`src/rtl/core/dlfg_pkg.sv`:
```
// shared widths, register map and helpers for the delayed linear fade gain block
`timescale 1ns / 1ps
`default_nettype none

package dlfg_pkg;

  localparam int SAMPLE_BITS = 24;
  localparam int COUNT_BITS  = 16;
  localparam int GAIN_W      = 16;
  localparam int GAIN_SHIFT  = 14;

  // stream payload widths, padded to whole bytes
  localparam int IN_DATA_W  = ((2 * SAMPLE_BITS + 7) / 8) * 8;
  localparam int OUT_DATA_W = ((2 * SAMPLE_BITS + GAIN_W + 7) / 8) * 8;

  // shared multiplier: a side takes a sample or the ramp span, b side a gain or a position
  localparam int MUL_A_W = (SAMPLE_BITS > GAIN_W) ? SAMPLE_BITS : GAIN_W + 1;
  localparam int MUL_B_W = GAIN_W + 1;
  localparam int MUL_W   = MUL_A_W + MUL_B_W;

  // divider works on a dividend of two gain widths, one quotient bit per step
  localparam int DIV_W     = 2 * GAIN_W;
  localparam int DIV_CNT_W = $clog2(GAIN_W);

  // apb register map
  localparam int APB_ADDR_W = 4;
  localparam int APB_DATA_W = 32;
  localparam logic [1:0] REG_START_GAIN   = 2'd0;
  localparam logic [1:0] REG_END_GAIN     = 2'd1;
  localparam logic [1:0] REG_DELAY_FRAMES = 2'd2;
  localparam logic [1:0] REG_FADE_FRAMES  = 2'd3;

  localparam logic [GAIN_W-1:0] RST_START_GAIN   = GAIN_W'(16384);
  localparam logic [GAIN_W-1:0] RST_END_GAIN     = GAIN_W'(16384);
  localparam logic [GAIN_W-1:0] RST_DELAY_FRAMES = GAIN_W'(0);
  localparam logic [GAIN_W-1:0] RST_FADE_FRAMES  = GAIN_W'(1);

  localparam logic signed [MUL_W-1:0] SAT_HI =
    {{(MUL_W - SAMPLE_BITS + 1){1'b0}}, {(SAMPLE_BITS - 1){1'b1}}};
  localparam logic signed [MUL_W-1:0] SAT_LO = ~SAT_HI;

  // floor shift of a product, then clamp to a signed sample
  function automatic logic [SAMPLE_BITS-1:0] sat_sample(input logic signed [MUL_W-1:0] p);
    logic signed [MUL_W-1:0] sh;
    sh = p >>> GAIN_SHIFT;
    if (sh > SAT_HI) begin
      return SAT_HI[SAMPLE_BITS-1:0];
    end else if (sh < SAT_LO) begin
      return SAT_LO[SAMPLE_BITS-1:0];
    end
    return sh[SAMPLE_BITS-1:0];
  endfunction

endpackage

`default_nettype wire

```
`src/rtl/core/delayed_linear_fade_gain_top.sv`:
```
// delayed linear fade gain: stereo frame scaler with delay, linear ramp and hold phases
// sequence: ramp frames go through span multiply, the divider, gain, left multiply,
//   right multiply and saturate; other frames start at the left multiply
// throughput: set by the one-bit-per-cycle divider (16 steps) and one shared multiplier; a
//   new frame is taken only in idle, while the finished one waits in the output register
// reset (rst_ni low, asynchronous): control and configuration registers to their defaults, fade restarts at delay
`timescale 1ns / 1ps
`default_nettype none

module delayed_linear_fade_gain_top (
  input  wire                                clk_i,
  input  wire                                rst_ni,
  // input frames
  input  wire                                s_axis_tvalid,
  output logic                               s_axis_tready,
  input  wire  [dlfg_pkg::IN_DATA_W-1:0]     s_axis_tdata,   // left_sample, right_sample
  input  wire  [0:0]                         s_axis_tuser,   // restart
  // output frames
  output logic                               m_axis_tvalid,
  input  wire                                m_axis_tready,
  output logic [dlfg_pkg::OUT_DATA_W-1:0]    m_axis_tdata,   // left_out, right_out, gain_now
  output logic [0:0]                         m_axis_tuser,   // fade_done
  // configuration
  input  wire                                psel,
  input  wire                                penable,
  input  wire                                pwrite,
  input  wire  [dlfg_pkg::APB_ADDR_W-1:0]    paddr,
  input  wire  [dlfg_pkg::APB_DATA_W-1:0]    pwdata,
  output logic [dlfg_pkg::APB_DATA_W-1:0]    prdata,
  output logic                               pready
);
  import dlfg_pkg::*;

  // sequencer states
  localparam logic [2:0] ST_IDLE      = 3'd0;
  localparam logic [2:0] ST_RAMP_MUL  = 3'd1;
  localparam logic [2:0] ST_DIV       = 3'd2;
  localparam logic [2:0] ST_GAIN      = 3'd3;
  localparam logic [2:0] ST_LEFT_MUL  = 3'd4;
  localparam logic [2:0] ST_RIGHT_MUL = 3'd5;
  localparam logic [2:0] ST_SAT       = 3'd6;

  // fade phases
  localparam logic [1:0] PH_DELAY = 2'd0;
  localparam logic [1:0] PH_RAMP  = 2'd1;
  localparam logic [1:0] PH_DONE  = 2'd2;

  // configuration registers
  logic [GAIN_W-1:0] start_gain_q, end_gain_q, delay_frames_q, fade_frames_q;
  logic              cfg_wr;

  // fade tracking
  logic [1:0]            phase_q, phase_d;
  logic [COUNT_BITS-1:0] pos_q, pos_d;

  // sequencer and datapath
  logic [2:0]             state_q, state_d;
  logic [DIV_CNT_W-1:0]   cnt_q, cnt_d;
  logic [SAMPLE_BITS-1:0] left_q, right_q;
  logic [GAIN_W-1:0]      gain_q, gain_d;
  logic [GAIN_W-1:0]      span_q;       // |end - start|
  logic                   span_neg_q;
  logic [GAIN_W-1:0]      ramp_pos_q;
  logic                   done_q, done_d;
  logic [DIV_W-1:0]       div_q, div_d;
  logic signed [MUL_W-1:0] prod_q;
  logic [SAMPLE_BITS-1:0] left_res_q;

  // output register
  logic                   out_valid_q;
  logic [SAMPLE_BITS-1:0] out_left_q, out_right_q;
  logic [GAIN_W-1:0]      out_gain_q;
  logic                   out_done_q;

  logic in_xfer, out_xfer, out_load;

  // ---------------------------------------------------------------- apb
  assign pready = 1'b1;
  assign cfg_wr = psel && penable && pwrite;

  always_ff @(posedge clk_i or negedge rst_ni) begin
    if (!rst_ni) begin
      start_gain_q   <= RST_START_GAIN;
      end_gain_q     <= RST_END_GAIN;
      delay_frames_q <= RST_DELAY_FRAMES;
      fade_frames_q  <= RST_FADE_FRAMES;
    end else if (cfg_wr) begin
      case (paddr[3:2])
        REG_START_GAIN:   start_gain_q   <= pwdata[GAIN_W-1:0];
        REG_END_GAIN:     end_gain_q     <= pwdata[GAIN_W-1:0];
        REG_DELAY_FRAMES: delay_frames_q <= pwdata[GAIN_W-1:0];
        REG_FADE_FRAMES:  fade_frames_q  <= pwdata[GAIN_W-1:0];
        default: ;
      endcase
    end
  end

  always_comb begin
    prdata = '0;
    case (paddr[3:2])
      REG_START_GAIN:   prdata[GAIN_W-1:0] = start_gain_q;
      REG_END_GAIN:     prdata[GAIN_W-1:0] = end_gain_q;
      REG_DELAY_FRAMES: prdata[GAIN_W-1:0] = delay_frames_q;
      REG_FADE_FRAMES:  prdata[GAIN_W-1:0] = fade_frames_q;
      default:          prdata = '0;
    endcase
  end

  // ---------------------------------------------------------------- handshakes
  assign s_axis_tready = (state_q == ST_IDLE);
  assign in_xfer       = s_axis_tvalid && s_axis_tready;
  assign out_xfer      = m_axis_tvalid && m_axis_tready;
  // last state may hand over once the output register is free or draining
  assign out_load      = (state_q == ST_SAT) && (!out_valid_q || m_axis_tready);

  // ---------------------------------------------------------------- phase update on transfer
  logic [1:0]            ph0, ph1, ph2;
  logic [COUNT_BITS-1:0] p0, p1, p2;

  always_comb begin
    // restart goes back to the delay phase with this frame
    ph0 = s_axis_tuser[0] ? PH_DELAY : phase_q;
    p0  = s_axis_tuser[0] ? '0 : pos_q;
    // delay over, enter the ramp
    if ((ph0 == PH_DELAY) && (p0 >= delay_frames_q)) begin
      ph1 = PH_RAMP;
      p1  = '0;
    end else begin
      ph1 = ph0;
      p1  = p0;
    end
    // ramp over, hold end gain
    if ((ph1 == PH_RAMP) && (p1 >= fade_frames_q)) begin
      ph2 = PH_DONE;
      p2  = '0;
    end else begin
      ph2 = ph1;
      p2  = p1;
    end
  end

  always_comb begin
    phase_d = phase_q;
    pos_d   = pos_q;
    if (in_xfer) begin
      phase_d = ph2;
      if ((ph2 == PH_DELAY) || (ph2 == PH_RAMP)) begin
        pos_d = p2 + 1'b1;
      end else begin
        pos_d = p2;
      end
    end
  end

  always_ff @(posedge clk_i or negedge rst_ni) begin
    if (!rst_ni) begin
      phase_q <= PH_DELAY;
      pos_q   <= '0;
    end else begin
      phase_q <= phase_d;
      pos_q   <= pos_d;
    end
  end

  // ---------------------------------------------------------------- shared multiplier
  logic signed [MUL_A_W-1:0] mul_a;
  logic signed [MUL_B_W-1:0] mul_b;
  logic signed [MUL_W-1:0]   mul_p;

  always_comb begin
    case (state_q)
      ST_RAMP_MUL: begin
        mul_a = $signed(MUL_A_W'(span_q));
        mul_b = $signed({1'b0, ramp_pos_q});
      end
      ST_RIGHT_MUL: begin
        mul_a = MUL_A_W'($signed(right_q));
        mul_b = $signed({1'b0, gain_q});
      end
      default: begin
        mul_a = MUL_A_W'($signed(left_q));
        mul_b = $signed({1'b0, gain_q});
      end
    endcase
  end

  assign mul_p = mul_a * mul_b;

  // ---------------------------------------------------------------- divider step
  // restoring division by fade_frames; quotient fits one gain width since the
  // ramp position stays below fade_frames
  logic [GAIN_W:0]   div_trial;
  logic              div_ge;
  logic [GAIN_W:0]   div_rem;

  always_comb begin
    div_trial = {div_q[DIV_W-1:GAIN_W], div_q[GAIN_W-1]};
    div_ge    = div_trial >= {1'b0, fade_frames_q};
    div_rem   = div_ge ? (div_trial - {1'b0, fade_frames_q}) : div_trial;
  end

  // ---------------------------------------------------------------- sequencer
  always_comb begin
    state_d = state_q;
    cnt_d   = cnt_q;
    div_d   = div_q;
    gain_d  = gain_q;
    done_d  = done_q;
    case (state_q)
      ST_IDLE: begin
        if (in_xfer) begin
          if (ph2 == PH_DELAY) begin
            gain_d  = start_gain_q;
            done_d  = 1'b0;
            state_d = ST_LEFT_MUL;
          end else if (ph2 == PH_RAMP) begin
            done_d  = 1'b0;
            state_d = ST_RAMP_MUL;
          end else begin
            // done, and the unused phase code
            gain_d  = end_gain_q;
            done_d  = 1'b1;
            state_d = ST_LEFT_MUL;
          end
        end
      end
      ST_RAMP_MUL: begin
        // span times position goes straight into the dividend
        cnt_d   = '0;
        div_d   = mul_p[DIV_W-1:0];
        state_d = ST_DIV;
      end
      ST_DIV: begin
        div_d = {div_rem[GAIN_W-1:0], div_q[GAIN_W-2:0], div_ge};
        cnt_d = cnt_q + 1'b1;
        if (cnt_q == DIV_CNT_W'(GAIN_W - 1)) begin
          state_d = ST_GAIN;
        end
      end
      ST_GAIN: begin
        // truncation toward zero: apply the magnitude quotient with the span's sign
        gain_d  = span_neg_q ? (start_gain_q - div_q[GAIN_W-1:0])
                             : (start_gain_q + div_q[GAIN_W-1:0]);
        state_d = ST_LEFT_MUL;
      end
      ST_LEFT_MUL: begin
        state_d = ST_RIGHT_MUL;
      end
      ST_RIGHT_MUL: begin
        state_d = ST_SAT;
      end
      ST_SAT: begin
        if (out_load) begin
          state_d = ST_IDLE;
        end
      end
      default: begin
        state_d = ST_IDLE;
      end
    endcase
  end

  always_ff @(posedge clk_i or negedge rst_ni) begin
    if (!rst_ni) begin
      state_q <= ST_IDLE;
      cnt_q   <= '0;
    end else begin
      state_q <= state_d;
      cnt_q   <= cnt_d;
    end
  end

  // payload and working registers
  always_ff @(posedge clk_i) begin
    div_q  <= div_d;
    gain_q <= gain_d;
    done_q <= done_d;
    if (in_xfer) begin
      left_q     <= s_axis_tdata[SAMPLE_BITS-1:0];
      right_q    <= s_axis_tdata[2*SAMPLE_BITS-1:SAMPLE_BITS];
      ramp_pos_q <= GAIN_W'(p2);
      span_neg_q <= end_gain_q < start_gain_q;
      span_q     <= (end_gain_q < start_gain_q) ? (start_gain_q - end_gain_q)
                                                : (end_gain_q - start_gain_q);
    end
    if ((state_q == ST_LEFT_MUL) || (state_q == ST_RIGHT_MUL)) begin
      prod_q <= mul_p;
    end
    if (state_q == ST_RIGHT_MUL) begin
      left_res_q <= sat_sample(prod_q);
    end
  end

  // ---------------------------------------------------------------- output register
  always_ff @(posedge clk_i or negedge rst_ni) begin
    if (!rst_ni) begin
      out_valid_q <= 1'b0;
    end else if (out_load) begin
      out_valid_q <= 1'b1;
    end else if (out_xfer) begin
      out_valid_q <= 1'b0;
    end
  end

  always_ff @(posedge clk_i) begin
    if (out_load) begin
      out_left_q  <= left_res_q;
      out_right_q <= sat_sample(prod_q);
      out_gain_q  <= gain_q;
      out_done_q  <= done_q;
    end
  end

  assign m_axis_tvalid = out_valid_q;

  always_comb begin
    m_axis_tdata = '0;
    m_axis_tdata[SAMPLE_BITS-1:0]                        = out_left_q;
    m_axis_tdata[2*SAMPLE_BITS-1:SAMPLE_BITS]            = out_right_q;
    m_axis_tdata[2*SAMPLE_BITS+GAIN_W-1:2*SAMPLE_BITS]   = out_gain_q;
    m_axis_tuser[0] = out_done_q;
  end

endmodule

`default_nettype wire

```
`config.mk`:
```
export PLATFORM = sky130hd
export DESIGN_NAME = delayed_linear_fade_gain_top
export DESIGN_NICKNAME = d
export VERILOG_FILES = /design/src/rtl/core/dlfg_pkg.sv /design/src/rtl/core/delayed_linear_fade_gain_top.sv
export SDC_FILE = /design/constraint.sdc
export NUM_CORES = 2
export LEC_CHECK = 0
export BUFFER_PORTS_ARGS = -buffer_cell sky130_fd_sc_hd__buf_2
export CAP_MARGIN = 5
export CORE_MARGIN = 1.5
export CORE_UTILIZATION = 52
export DETAILED_ROUTE_END_ITERATION = 10
export GPL_TIMING_DRIVEN = 0
export PLACE_DENSITY = 0.7
export SETUP_SLACK_MARGIN = 0.1
export SLEW_MARGIN = 20
export SYNTH_ARGS = -nofsm -noshare
export SYNTH_HDL_FRONTEND = slang
export SYNTH_SLANG_ARGS = --single-unit
```
`constraint.sdc`:
```
create_clock -name clk_i -period 10 [get_ports clk_i]
set_input_delay 1 -clock clk_i [delete_from_list [all_inputs] [get_ports clk_i]]
set_output_delay 1 -clock clk_i [all_outputs]
set_load 0.05 [all_outputs]
```
==> impl_results.md <==
* Number of antenna violations at the first check in global routing at 4
* Number of buffers inserted to repair setup after CTS at 0
* Die outline height at 249 um
* Count of nets after finishing at 4,039
* Number of enable flip-flop cells after synthesis at 246
* Clock transition at the registers of the reported paths at 0.06 ns
* Final period demand of the worst path at 9.74 ns
* Root buffer cell: sky130_fd_sc_hd__clkbuf_16
* Startpoint Class: flip-flop
* Fraction of registers with async set or reset after synthesis at 26.8%
* Latest clock arrival within the worst-skew pair at 0.60 ns
* Final cell count without fillers at 4,182
* Number of CTS-inserted buffers at 39
* Final Hold Violating Endpoints at 0
* Yosys top cell area share at 24.2%
* # port buffers at 153
* Detailed Place HPWL at 74,600 um
* Cell count of the worst reg-to-reg path at 25
* Core Region at 0.0601 mm^2
* Leading cell types by count after synthesis: 531 x sky130_fd_sc_hd__inv_1, 381 x sky130_fd_sc_hd__fa_1, 380 x sky130_fd_sc_hd__nand2_1, 263 x sky130_fd_sc_hd__nor2_1, 246 x sky130_fd_sc_hd__edfxtp_1
* Critical path fanouts, max at 10
* Routed Wire Length at 92,300 um
* Highest clock rate at 0.103 GHz
* Number of search-and-repair iterations in the first detailed-routing pass at 6
* Number of max-cap violations at 0
* Number of endpoints failing setup at the final stage at 0
* Top cells by area in the synthesized netlist: sky130_fd_sc_hd__fa_1 24%, sky130_fd_sc_hd__edfxtp_1 23%, sky130_fd_sc_hd__ha_1 7.9%
* Worst-case register-to-register setup slack at 0.26 ns
* Via count at 23,800
* Crit path capture type: flip-flop
* Type of the tightest min-delay check: in -> async
* Final-layout fill cell count at 5,270
* Post-synthesis instance area at 0.0315 mm^2
* Maximum count of clock buffers along a single path at 3
* Period utilisation layout at 97.4%
* Num ports at 192
* Yosys reg bits at 336
* Via density per instance at 5.69
* Gate Count Post-Synth at 3,150
* Area enclosed by the die boundary at 0.0621 mm^2
* Worst reg2reg startpoint: state_q[2]
* Width of the die at 249 um
* Detailed Route Iter0 Violations at 2,221
* Setup CP Type: reg -> reg
* Via count of the first global-routing pass at 24,500
* Number of warnings reported in the yosys synthesis log at 0
* Post-Route Skew at 0.0224 ns
* Measured slew at the worst slew-check pin at 1.29 ns
* Std-Cell Rows at 90
* Last weighted congestion value of the routability-driven placer at 0.986
* Result of the run: completed
* Sink Count at 336
* Unrepaired setup endpoints after global routing: false
* Fraction of layout cells with a size suffix above 1 at 10.4%
* Most frequent cell after synthesis: sky130_fd_sc_hd__inv_1
* Data required time of the worst path at 10.40 ns
* TritonCTS clock tree: built
* Slew headroom at 13.4%
* Data arrival time of the critical path at 10.14 ns
* WL/cell at 22.1 um
* Total number of H-tree levels at 2
* Final Max Slew Viols at 0
* Cell taking the most area after synthesis: sky130_fd_sc_hd__fa_1
* Cts-stage hold buffer count at 0
* Starting utilization of the core area at 52.4%
* FF-to-FF End: div_q[30]
* Global Route Usage Sum at 30.5%
* Post-synthesis to final-layout area growth at 10.6%
* Syn Area/Cell at 10.0 um^2
* Total global routing overflow at 0
* Final routed DRC violation total at 0
* Detail Route Antenna Nets at 0
* Dominant synthesized flop cell: sky130_fd_sc_hd__edfxtp_1
* Sequential-to-total area share from yosys stat at 30.6%
* Global-route wire length before repair at 143,000 um
* Maximum number of pins on one net before global-route repair at 76
* Number of placed instances, taps included at 4,109
* Number of distinct library cells after synthesis at 76
routing by layer:
metal	routed length [um]	GRT usage, %	part of all wire (%)	vias up
met3	9400	7.49	10	224
met5	126	1.39	0.14	-
met2	42600	49.3	46	1092
met4	4200	12.7	4.6	4
met1	36000	39.4	39	11800
li1	-	-	-	10700
state kept, by name (all words and copies together), names as in the netlist, 24 cells and up:
name         cells
prod_q          27
out_right_q     24
div_q           32
out_left_q      24
left_q          24
left_res_q      24
right_q         24
how the worst max path moves through the flow:
stage | startpoint | to | slack [ns] | cells after the start
detailed placement | state_q[1] | prod_q[40] | 0.24 | 27
global route | state_q[2] | div_q[30] | 0.12 | 26
global placement | state_q[2] | prod_q[40] | -1.86 | 28
floorplan | state_q[2] | prod_q[39] | 1.11 | 28
CTS | state_q[1] | prod_q[40] | 0.23 | 27
finish | state_q[2] | div_q[30] | 0.26 | 25
placed cells by master (no fill, tap or decap), types with 31 or more instances in the layout:
master	n
sky130_fd_sc_hd__inv_1	530
sky130_fd_sc_hd__fa_1	381
sky130_fd_sc_hd__nand2_1	380
sky130_fd_sc_hd__nor2_1	260
sky130_fd_sc_hd__edfxtp_1	246
sky130_fd_sc_hd__ha_1	198
sky130_fd_sc_hd__buf_2	156
sky130_fd_sc_hd__o21ai_0	132
sky130_fd_sc_hd__clkbuf_1	112
sky130_fd_sc_hd__a21oi_1	105
sky130_fd_sc_hd__dfrtp_1	87
sky130_fd_sc_hd__xnor2_1	64
sky130_fd_sc_hd__a21o_1	59
sky130_fd_sc_hd__mux2i_1	50
sky130_fd_sc_hd__mux2_2	45
sky130_fd_sc_hd__clkbuf_16	39
sky130_fd_sc_hd__o21a_1	38
sky130_fd_sc_hd__nand2b_1	33
sky130_fd_sc_hd__nor3_1	33
sky130_fd_sc_hd__xor2_1	31
logic make-up (layout without fill, tap and decap cells):
| kind of cell | after synthesis | in the layout | share of synthesized area (%) |
|---|---|---|---|
| and+or+nand+nor | 869 | 869 | 12.1 |
| buffers and inverters | 673 | 907 | 8.27 |
| adders and majority gates | 579 | 579 | 32.1 |
| AOI/OAI and AO/OA | 478 | 478 | 9.71 |
| DFF | 336 | 336 | 30.6 |
| muxes | 118 | 118 | 4.56 |
| xor gates and xnor gates | 95 | 95 | 2.64 |
| other | 2 | 18 | 0.0238 |
worst max-delay path: stages (launching register included):
cell and delay (ns):
sky130_fd_sc_hd__dfrtp_1 0.43, sky130_fd_sc_hd__buf_1 0.67, sky130_fd_sc_hd__buf_1 0.69, sky130_fd_sc_hd__mux2i_1 0.30, sky130_fd_sc_hd__o21ai_0 0.47, sky130_fd_sc_hd__clkbuf_1 0.62
sky130_fd_sc_hd__nand2_1 0.17, sky130_fd_sc_hd__fa_1 0.53, sky130_fd_sc_hd__fa_1 0.52, sky130_fd_sc_hd__fa_1 0.52, sky130_fd_sc_hd__inv_1 0.06, sky130_fd_sc_hd__fa_1 0.53
sky130_fd_sc_hd__fa_1 0.59, sky130_fd_sc_hd__inv_1 0.07, sky130_fd_sc_hd__fa_1 0.54, sky130_fd_sc_hd__inv_1 0.04, sky130_fd_sc_hd__ha_1 0.36, sky130_fd_sc_hd__and4_1 0.29
sky130_fd_sc_hd__and4_1 0.21, sky130_fd_sc_hd__o221ai_1 0.39, sky130_fd_sc_hd__a21oi_1 0.35, sky130_fd_sc_hd__nor3_1 0.12, sky130_fd_sc_hd__o41ai_1 0.47, sky130_fd_sc_hd__xor2_1 0.36
sky130_fd_sc_hd__nand2_1 0.11, sky130_fd_sc_hd__o21ai_0 0.14
final cells by class:
cell class	instances	area [um^2]	share of cell area (%)
well taps	782	978	2.81
repair buffers	162	941	2.70
diodes	1	2.50	0.00719
inverters	532	2000	5.75
clock buffers	44	1000	2.88
flip-flops and latches	336	9640	27.7
multi-input cells	2156	19400	55.6
plain buffers	141	612	1.76
clock inverters	28	274	0.787
what timing repair did:
| item | 4_1_cts | 5_1_grt |
|---|---|---|
| resized for setup | 0 | 6 |
| setup endpoints to repair | 0 | 10 |
| hold endpoints to repair | 0 | 0 |
stage by stage:
step	hold WS (ns)	setup slack, ns	setup TNS [ns]	util [%]	instance area, um^2
2_1_floorplan	0.400	1.11	0	-	31600
3_3_place_gp	0.401	-1.86	-32.41	55.4	33300
3_5_place_dp	0.405	0.245	0	55.7	33500
4_1_cts	0.220	0.231	0	57.9	34800
5_1_grt	0.236	0.118	0	57.9	34800
6_report	0.231	0.258	0	57.9	34800
Power is not shown: default switching activity piles up to over one toggle a cycle in this logic, so the estimate is an artifact.
